`src/dgsp_pkg.sv`:
```
`timescale 1ns / 1ps
`default_nettype none

package dgsp_pkg;

   // Width of a summed ear gain: up to eight sources of Q1.16 each
   localparam int GAIN_W = 20;

   // Register indexes of the csr port
   localparam logic REG_BASE_ANGLE = 1'b0;
   localparam logic REG_RADIUS     = 1'b1;

   // Rotation steps and fixed constants of the source placement
   localparam int          CORDIC_STEPS = 16;
   localparam logic [29:0] CORDIC_GAIN  = 30'd652032874;
   localparam logic [27:0] EAR_OFFSET   = 28'd241591910;

   typedef enum logic [3:0] {
      ST_IDLE,
      ST_ANGLE,
      ST_SCALE,
      ST_ROTATE,
      ST_SQUARE_X,
      ST_SQUARE_Y,
      ST_ROOT,
      ST_PREP,
      ST_DIVIDE,
      ST_ACCUM,
      ST_FINISH
   } eng_state_type;

   typedef struct packed {
      logic signed [15:0] base_angle;
      logic [15:0]        radius;
   } cfg_type;

   typedef struct packed {
      logic [GAIN_W-1:0] gain_left;
      logic [GAIN_W-1:0] gain_right;
   } gains_type;

   // Arctangent of 2^-i, 2^32 per turn
   function automatic logic [31:0] atan_turn(input logic [3:0] idx);
      logic [31:0] val;
      case (idx)
         4'd0:    val = 32'h20000000;
         4'd1:    val = 32'h12E4051E;
         4'd2:    val = 32'h09FB385B;
         4'd3:    val = 32'h051111D4;
         4'd4:    val = 32'h028B0D43;
         4'd5:    val = 32'h0145D7E1;
         4'd6:    val = 32'h00A2F61E;
         4'd7:    val = 32'h00517C55;
         4'd8:    val = 32'h0028BE53;
         4'd9:    val = 32'h00145F2F;
         4'd10:   val = 32'h000A2F98;
         4'd11:   val = 32'h000517CC;
         4'd12:   val = 32'h00028BE6;
         4'd13:   val = 32'h000145F3;
         4'd14:   val = 32'h0000A2FA;
         4'd15:   val = 32'h0000517D;
         default: val = 32'h0;
      endcase
      return val;
   endfunction

endpackage

`default_nettype wire

```
`src/dgsp_gain_engine.sv`:
```
`timescale 1ns / 1ps
`default_nettype none

module dgsp_gain_engine #(
   parameter int NUM_SOURCES = 3
) (
   input  wire logic               clock,
   input  wire logic               reset,
   input  wire logic               kick,
   input  wire dgsp_pkg::cfg_type  cfg,
   output logic                    busy,
   output dgsp_pkg::gains_type     gains
);

   localparam int IDX_W = (NUM_SOURCES > 1) ? $clog2(NUM_SOURCES) : 1;
   localparam logic [IDX_W-1:0] LAST_SRC = IDX_W'(NUM_SOURCES - 1);
   localparam logic signed [33:0] QUARTER = 34'sd1073741824;
   localparam logic signed [33:0] HALF    = 34'sd2147483648;

   dgsp_pkg::eng_state_type state_ff, state_in;

   logic [IDX_W-1:0]             src_ff, src_in;
   logic                         ear_ff, ear_in;
   logic [4:0]                   step_ff, step_in;
   logic [15:0]                  mag_ff, mag_in;
   logic signed [33:0]           z_ff, z_in;
   logic signed [35:0]           x_ff, x_in, y_ff, y_in;
   logic [42:0]                  v_ff, v_in, res_ff, res_in, bit_ff, bit_in;
   logic [20:0]                  num_ff, num_in;
   logic [25:0]                  den_ff, den_in, rem_ff, rem_in;
   logic [16:0]                  quo_ff, quo_in;
   logic [dgsp_pkg::GAIN_W-1:0]  acc_l_ff, acc_l_in, acc_r_ff, acc_r_in;
   dgsp_pkg::gains_type          gains_ff, gains_in;

   logic [15:0]        src_offset;
   logic [15:0]        raw_angle;
   logic [16:0]        ang_ext, mag17;
   logic [45:0]        scale_prod;
   logic signed [35:0] dx, dy;
   logic signed [33:0] at;
   logic signed [36:0] ear_term, xoff;
   logic signed [21:0] xo, yo;
   logic signed [43:0] sq_x, sq_y;
   logic [43:0]        trial;
   logic [16:0]        k0;
   logic [26:0]        rem_sh;

   // Next state
   always_comb begin
      state_in = state_ff;
      if (kick) begin
         state_in = dgsp_pkg::ST_ANGLE;
      end else begin
         case (state_ff)
            dgsp_pkg::ST_IDLE:     state_in = dgsp_pkg::ST_IDLE;
            dgsp_pkg::ST_ANGLE:    state_in = dgsp_pkg::ST_SCALE;
            dgsp_pkg::ST_SCALE:    state_in = dgsp_pkg::ST_ROTATE;
            dgsp_pkg::ST_ROTATE: begin
               if (step_ff == 5'(dgsp_pkg::CORDIC_STEPS - 1)) state_in = dgsp_pkg::ST_SQUARE_X;
            end
            dgsp_pkg::ST_SQUARE_X: state_in = dgsp_pkg::ST_SQUARE_Y;
            dgsp_pkg::ST_SQUARE_Y: state_in = dgsp_pkg::ST_ROOT;
            dgsp_pkg::ST_ROOT: begin
               if (bit_ff[0]) state_in = dgsp_pkg::ST_PREP;
            end
            dgsp_pkg::ST_PREP:     state_in = dgsp_pkg::ST_DIVIDE;
            dgsp_pkg::ST_DIVIDE: begin
               if (step_ff == 5'd0) state_in = dgsp_pkg::ST_ACCUM;
            end
            dgsp_pkg::ST_ACCUM: begin
               if (!ear_ff) state_in = dgsp_pkg::ST_SQUARE_X;
               else if (src_ff == LAST_SRC) state_in = dgsp_pkg::ST_FINISH;
               else state_in = dgsp_pkg::ST_ANGLE;
            end
            dgsp_pkg::ST_FINISH:   state_in = dgsp_pkg::ST_IDLE;
            default:               state_in = dgsp_pkg::ST_IDLE;
         endcase
      end
   end

   // Outputs
   always_comb begin
      case (state_ff)
         dgsp_pkg::ST_IDLE: busy = 1'b0;
         default:           busy = 1'b1;
      endcase
   end

   assign gains = gains_ff;

   // Shared datapath terms
   always_comb begin
      // pick the fixed angle offset of the current source
      src_offset = '0;
      for (int j = 0; j < NUM_SOURCES; j++) begin
         if (src_ff == IDX_W'(j)) src_offset = 16'((j * 65536) / NUM_SOURCES);
      end
      raw_angle  = cfg.base_angle + src_offset;
      ang_ext    = {raw_angle[15], raw_angle};
      mag17      = raw_angle[15] ? (17'd0 - ang_ext) : ang_ext;
      scale_prod = 46'(cfg.radius) * 46'(dgsp_pkg::CORDIC_GAIN);
      dx         = y_ff >>> step_ff[3:0];
      dy         = x_ff >>> step_ff[3:0];
      at         = signed'({2'b00, dgsp_pkg::atan_turn(step_ff[3:0])});
      ear_term   = ear_ff ? -signed'({9'd0, dgsp_pkg::EAR_OFFSET})
                          : signed'({9'd0, dgsp_pkg::EAR_OFFSET});
      xoff       = {y_ff[35], y_ff} + ear_term;
      xo         = xoff[33:12];
      yo         = x_ff[33:12];
      sq_x       = xo * xo;
      sq_y       = yo * yo;
      trial      = {1'b0, res_ff} + {1'b0, bit_ff};
      k0         = ear_ff ? (17'd32768 - 17'(mag_ff)) : (17'd32768 + 17'(mag_ff));
      rem_sh     = {rem_ff, (step_ff == 5'd16) ? num_ff[0] : 1'b0};
   end

   // Datapath next values
   always_comb begin
      src_in   = src_ff;
      ear_in   = ear_ff;
      step_in  = step_ff;
      mag_in   = mag_ff;
      z_in     = z_ff;
      x_in     = x_ff;
      y_in     = y_ff;
      v_in     = v_ff;
      res_in   = res_ff;
      bit_in   = bit_ff;
      num_in   = num_ff;
      den_in   = den_ff;
      rem_in   = rem_ff;
      quo_in   = quo_ff;
      acc_l_in = acc_l_ff;
      acc_r_in = acc_r_ff;
      gains_in = gains_ff;
      case (state_ff)
         dgsp_pkg::ST_ANGLE: begin
            mag_in = mag17[15:0];
            z_in   = {{2{raw_angle[15]}}, raw_angle, 16'd0};
            x_in   = signed'({4'd0, scale_prod[45:14]});
         end
         dgsp_pkg::ST_SCALE: begin
            // fold the back half circle onto the front
            if (z_ff > QUARTER) begin
               x_in = -x_ff;
               z_in = z_ff - HALF;
            end else if (z_ff < -QUARTER) begin
               x_in = -x_ff;
               z_in = z_ff + HALF;
            end
            y_in    = '0;
            step_in = '0;
            ear_in  = 1'b0;
         end
         dgsp_pkg::ST_ROTATE: begin
            if (!z_ff[33]) begin
               x_in = x_ff - dx;
               y_in = y_ff + dy;
               z_in = z_ff - at;
            end else begin
               x_in = x_ff + dx;
               y_in = y_ff - dy;
               z_in = z_ff + at;
            end
            step_in = step_ff + 5'd1;
         end
         dgsp_pkg::ST_SQUARE_X: begin
            v_in = sq_x[42:0];
         end
         dgsp_pkg::ST_SQUARE_Y: begin
            v_in   = v_ff + sq_y[42:0];
            res_in = '0;
            bit_in = 43'd1 << 42;
         end
         dgsp_pkg::ST_ROOT: begin
            // one result bit per cycle
            if ({1'b0, v_ff} >= trial) begin
               v_in   = v_ff - trial[42:0];
               res_in = (res_ff >> 1) + bit_ff;
            end else begin
               res_in = res_ff >> 1;
            end
            bit_in = bit_ff >> 2;
         end
         dgsp_pkg::ST_PREP: begin
            num_in  = 21'd65536 + 21'(k0) * 21'd19;
            den_in  = 26'(21'd65536 + 21'(k0) * 21'd19) + 26'(res_ff[20:0]) * 26'd20;
            rem_in  = 26'((21'd65536 + 21'(k0) * 21'd19) >> 1);
            quo_in  = '0;
            step_in = 5'd16;
         end
         dgsp_pkg::ST_DIVIDE: begin
            // restoring division, one quotient bit per cycle
            if (rem_sh >= {1'b0, den_ff}) begin
               rem_in = 26'(rem_sh - {1'b0, den_ff});
               quo_in = {quo_ff[15:0], 1'b1};
            end else begin
               rem_in = rem_sh[25:0];
               quo_in = {quo_ff[15:0], 1'b0};
            end
            step_in = step_ff - 5'd1;
         end
         dgsp_pkg::ST_ACCUM: begin
            if (!ear_ff) begin
               acc_l_in = acc_l_ff + dgsp_pkg::GAIN_W'(quo_ff);
               ear_in   = 1'b1;
            end else begin
               acc_r_in = acc_r_ff + dgsp_pkg::GAIN_W'(quo_ff);
               ear_in   = 1'b0;
               src_in   = src_ff + IDX_W'(1);
            end
         end
         dgsp_pkg::ST_FINISH: begin
            gains_in.gain_left  = acc_l_ff;
            gains_in.gain_right = acc_r_ff;
         end
         default: begin
         end
      endcase
      // restart the sweep on a register write
      if (kick) begin
         src_in   = '0;
         acc_l_in = '0;
         acc_r_in = '0;
      end
   end

   // Control registers
   always_ff @(posedge clock) begin
      if (reset) begin
         state_ff <= dgsp_pkg::ST_ANGLE;
         src_ff   <= '0;
         ear_ff   <= 1'b0;
         step_ff  <= '0;
         acc_l_ff <= '0;
         acc_r_ff <= '0;
      end else begin
         state_ff <= state_in;
         src_ff   <= src_in;
         ear_ff   <= ear_in;
         step_ff  <= step_in;
         acc_l_ff <= acc_l_in;
         acc_r_ff <= acc_r_in;
      end
   end

   // Payload registers
   always_ff @(posedge clock) begin
      mag_ff   <= mag_in;
      z_ff     <= z_in;
      x_ff     <= x_in;
      y_ff     <= y_in;
      v_ff     <= v_in;
      res_ff   <= res_in;
      bit_ff   <= bit_in;
      num_ff   <= num_in;
      den_ff   <= den_in;
      rem_ff   <= rem_in;
      quo_ff   <= quo_in;
      gains_ff <= gains_in;
   end

   a_busy_ends_at_finish: assert property (@(posedge clock) disable iff (reset)
      $fell(busy) |-> $past(state_ff == dgsp_pkg::ST_FINISH))
      else $error("busy dropped outside the finish step");

   a_root_bit_onehot: assert property (@(posedge clock) disable iff (reset)
      state_ff == dgsp_pkg::ST_ROOT |-> $onehot(bit_ff))
      else $error("square root trial bit lost");

   a_div_remainder: assert property (@(posedge clock) disable iff (reset)
      state_ff == dgsp_pkg::ST_DIVIDE |-> rem_ff < den_ff)
      else $error("division remainder out of range");

endmodule

`default_nettype wire

```
`config.mk`:
```
export PLATFORM = sky130hd
export DESIGN_NAME = dgsp_gain_engine
export DESIGN_NICKNAME = d
export VERILOG_FILES = /design/src/dgsp_pkg.sv /design/src/dgsp_gain_engine.sv
export SDC_FILE = /design/constraint.sdc
export NUM_CORES = 2
export LEC_CHECK = 0
export CORE_MARGIN = 5
export CORE_UTILIZATION = 60
export DETAILED_ROUTE_END_ITERATION = 12
export DONT_BUFFER_PORTS = 1
export HOLD_SLACK_MARGIN = 0.03
export PLACE_DENSITY = 0.76
export SYNTH_ARGS = -nofsm -noshare
export SYNTH_HDL_FRONTEND = slang
export SYNTH_SLANG_ARGS = --single-unit
```
`constraint.sdc`:
```
create_clock -name clock -period 12.01 [get_ports clock]
set_input_delay 2.402 -clock clock [delete_from_list [all_inputs] [get_ports clock]]
set_output_delay 2.402 -clock clock [all_outputs]
set_load 0.05 [all_outputs]
```
After elaboration in Yosys (flattened, before gate mapping):

Memory sizes are Yosys's and may differ from the RTL's. A register that Yosys moved wholly into a read port is not among the register bits.
Cells that the tools add are included.
Widths: inputs -> output; s select.

* word-level logic and storage cells: 132
* bits in read-only memories: 480
* memories kept: 1
* output and inout port bits: 41
* bits in registers: 413

Memories
* (no name shown): words 16, width 30, read ports 1, clocked after Yosys merged registers in 1, write ports 0, RTL line dgsp_pkg.sv:45 `case (idx)`

* muxes and demuxes: 37
* multiply operators: 6
* equal/unequal tests: 19
* bitwise operators: 1
* order comparisons: 4
* reductions and logical operators: 15
* add/sub/neg operators: 27
* shift-type cells: 2

Operators by type and width (count)
* $pmux 43 s2: 2
* $mux 36: 4
* $mux 34: 4
* $pmux 43 s3: 1
* $pmux 36 s3: 1
* $pmux 34 s3: 1
* $mul 22x22->43: 2
* $mux 43: 2
* $add 36x36->36: 2
* $pmux 36 s2: 1
* $sshr 36x4->36: 2
* $sub 36x36->36: 2
* $pmux 26 s2: 1
* $mul 16x29->45 const B: 1
* $add 43x43->44: 1
* $ge 43x44->1: 1
* $add 42x43->43: 1
* $add 43x43->43: 1
* $sub 43x43->43: 1
* $add 20x17->20: 2
* $neg 36->36: 1
* $pmux 4 s9: 1
* $add 34x33->34: 1
* $add 34x33->34 const B: 1
* other kinds (48): 74

Depth between registers and ports, before layout:

* depth in word-level cells: 6
* mapped depth: 41

Least setup slack after synthesis:

Ideal clock, no wire load.

* path type: register to register
* from: reg ear_ff
* to: reg v_ff[33], data pin
* buffers on the path: 2
* period minus slack after synthesis: 10.813 ns
* stages on the path, launching flop included: 38
* arrival: 10.554 ns
* setup slack: 1.197 ns
* cells stage by stage: dfxtp_1 -> clkbuf_1 -> clkinv_1 -> ha_1 -> nor2b_1 -> a2111oi_0 -> a2111oi_0 -> o21ai_0 -> a21oi_1 -> a31o_2 -> a21oi_1 -> o21bai_1 -> xor2_1 -> clkbuf_1 -> nand2_1 -> fa_1 -> inv_1 -> fa_1 -> [2 not listed] -> fa_1 -> inv_1 -> fa_1 -> fa_1 -> inv_1 -> fa_1 -> inv_1 -> ha_1 -> a21o_1 -> a21o_1 -> a21o_1 -> a211oi_1 -> o21ai_0 -> a31o_2 -> a21oi_1 -> xor2_1 -> o22ai_1 -> a211o_1

* word-level cells in the longest chain between the ends: 4

RTL lines
* start, declared: RTL line dgsp_gain_engine.sv:23 `logic ear_ff, ear_in;`
* start signal, assigned: RTL line dgsp_gain_engine.sv:240 `ear_ff <= ear_in;`
* $mux 34: RTL line dgsp_gain_engine.sv:105 `ear_term = ear_ff ? -signed'({9'd0, dgsp_pkg::EAR_OFFSET})`
* $add 34x34->34: RTL line dgsp_gain_engine.sv:107 `xoff = {y_ff[35], y_ff} + ear_term;`
* $mul 22x22->43: RTL line dgsp_gain_engine.sv:110 `sq_x = xo * xo;`
* $pmux 43 s3: RTL line dgsp_gain_engine.sv:136 `case (state_ff)`
* named net v_in[33]: RTL line dgsp_gain_engine.sv:28 `logic [42:0] v_ff, v_in, res_ff, res_in, bit_ff, bit_in;`
* end signal, assigned: RTL line dgsp_gain_engine.sv:253 `v_ff <= v_in;`
* end, declared: RTL line dgsp_gain_engine.sv:28

The timed path passes the listed nets, and every way through them passes these cells.
A chain may end at the register's enable or synchronous reset.

Worst setup path after layout:

* from: reg ear_ff
* to: reg v_ff[37], data pin

The elaborated chain is that of the path after synthesis.

==> flow_summary.toml <==
[synth]
synth-edff-count = 339
ys_seq_area_share_pct = 14.4
syn_area_sq_um = 82000
synthCells = 8834
ys_warn_count = 0
avgSynthCellArea_sq_um = 9.29
synth_cell_types = 101
ys_ff_latch = 421
syn_nets = 10900
ys.flop_type = "edfxtp_1"
async_reset_ff_share_pct = 0

[sta]
final-setup-viol-count = 0
max_freq_mhz = 86.2
worst_pin_slew_ps = 1240
hold_viol_final = 0
holdWs_ps = 450
post-route-period-util_pct = 96.6
skew_ps = 44.7
slew_headroom_pct = 16.9
tns_ps = 0
drv_slew = 0
fin_ws_ps = 406
final.min_clock_period_ps = 11600

[placement]
io_buffers = 0
place.gp.congestion = 0.985
preCtsSetupSlack_ps = -48.2
dpl_cell_area_sq_um = 84000
dp_hpwl_mm = 179

[worst_setup_path]
worstSetupStartpointType = "flip-flop"
cpPeakStageDelay_ps = 590
cp-end-kind = "flip-flop"
cp_max_fo = 12
cp.arrival_ps = 11970
cp.required_ps = 12380
crit_top_cell = "fa_1"
r2r_slack_ps = 410
critPathKind = "flip-flop to flip-flop"
slowest_stage = "a2111oi_1"

[floorplanning]
core_area_sq_um = 136000
num_rows = 135
die-area_sq_um = 144000
initial_core_util_pct = 60.5
fp.dieW_um = 380
fp.dieH_um = 380
io_pins = 76

[cts]
cts-htree-levels = 2
cts.path.max_buffers = 3
cts_sinks = 421
clkTransAtPathRegs_ps = 70
ctsHoldBuffers = 0
cts-buffers-inserted = 51
clock_latency_ps = 670
root_buffer = "clkbuf_16"
cts_tree = "built"

[layout]
syn2layout_area_growth_pct = 4.62
final_common_cell = "inv_1"
nets = 10800
postLayoutCellArea_sq_um = 85800
layout_common_cells = "inv_1, fa_1, ha_1"
layout-drive-gt1-share_pct = 4.38

[global_routing]
grt_pass1_vias = 64900
grt_overflow = 0
grt_pass1_wl_mm = 353
grt_max_degree = 82
grtUsageTotal_pct = 30.2
antenna_found_initial = 3

[flow_run]
max-cap-violations = 0

[detailed_routing]
wl_mm = 220
drtPass1Iterations = 6
first_iter_violations = 5246
vias_per_cell = 6.01
routed-via-count = 63500
ant_nets = 0
avgRoutedWirePerCell_um = 20.8
drt_drc_violations_left = 0

[status]
outcome = "finished clean"

[hold_path]
min_path_type = "flip-flop to flip-flop"
## metal layers
| layer | vias to the layer above | routed length, um | global-route usage [%] |
|---|---|---|---|
| met5 | - | 28 | 0 |
| met4 | 4 | 7390 | 9.00 |
| met3 | 440 | 17600 | 4.25 |
| met2 | 2572 | 101000 | 48.9 |
| met1 | 31400 | 93800 | 42.7 |
| li1 | 29100 | - | - |
## synthesized netlist by cell type (88+ instances only)
library cell / count / area [sq um]
ha_1: 860 / 10800
edfxtp_1: 339 / 10200
nor2_1: 552 / 2070
and2_1: 142 / 888
a21oi_1: 448 / 2240
xnor2_1: 377 / 3300
nor3_1: 117 / 586
fa_1: 1181 / 23600
clkbuf_1: 201 / 754
a21o_1: 202 / 1520
nand2_1: 718 / 2700
a31oi_1: 88 / 551
inv_1: 1604 / 6020
o21ai_0: 331 / 1660
xor2_1: 257 / 2250
## kinds of logic after synthesis
group | Yosys count | share of synthesized area (%)
AO/OA/AOI/OAI | 1591 | 12.4
buffers and inverters | 1884 | 8.90
adder cells (fa/ha/maj) | 2041 | 41.9
flip-flops | 421 | 14.4
multiplexers | 194 | 3.74
AND/OR/NAND/NOR | 2068 | 11.8
XOR/XNOR | 635 | 6.79
## stage by stage
stage	instances	utilization, %
final	10600	63.3
after detailed placement	10500	62.0
after floorplan	8834	-
after global routing	10600	63.3
after CTS	10600	63.3
after global placement	10500	62.0
## worst paths after layout
path	startpoint	to	cells after the start
min reg2reg	acc_r_ff[19]	gains[19]	0
max reg2reg	ear_ff	v_ff[37]	36
max	ear_ff	v_ff[37]	36
min	acc_r_ff[19]	gains[19]	0
## cell type report
type | instances | area (sq um)
timing repair buffer | 113 | 848
sequential | 421 | 11800
inverter | 1623 | 6100
clock inverter | 30 | 354
tap | 1781 | 2230
clock buffer | 65 | 1400
multi-input combinational | 6529 | 63100
fill | 11300 | 49800
antenna | 2 | 5.00
## worst max-delay path, delay by kind of cell (launching register included)
family | cells | cell delay (ps)
flops | 1 | 480
simple gates | 1 | 270
compound gates | 17 | 4440
xor+xnor | 2 | 660
fa+ha+maj | 9 | 4130
buf+inv | 7 | 1320
## flip-flops by register name, indices dropped and copies added, names as in the netlist
name      flops
gains        40
bit_ff       22
acc_l_ff     20
z_ff         34
rem_ff       26
step_ff       5
acc_r_ff     20
mag_ff       16
src_ff        2
den_ff       26
state_ff      4
ear_ff        1
x_ff         36
at           30
y_ff         36
res_ff       43
quo_ff       17
v_ff         43
## what timing repair did
| action | in CTS | in global routing |
|---|---|---|
| setup buffers | 0 | 2 |
| pin swaps | 0 | 0 |
| gates resized for setup | 2 | 7 |
| setup endpoints to repair | 5 | 17 |
Power is left out: the tool's default activity adds up to more than one toggle a clock period on the data nets, which glitch-free logic cannot reach.
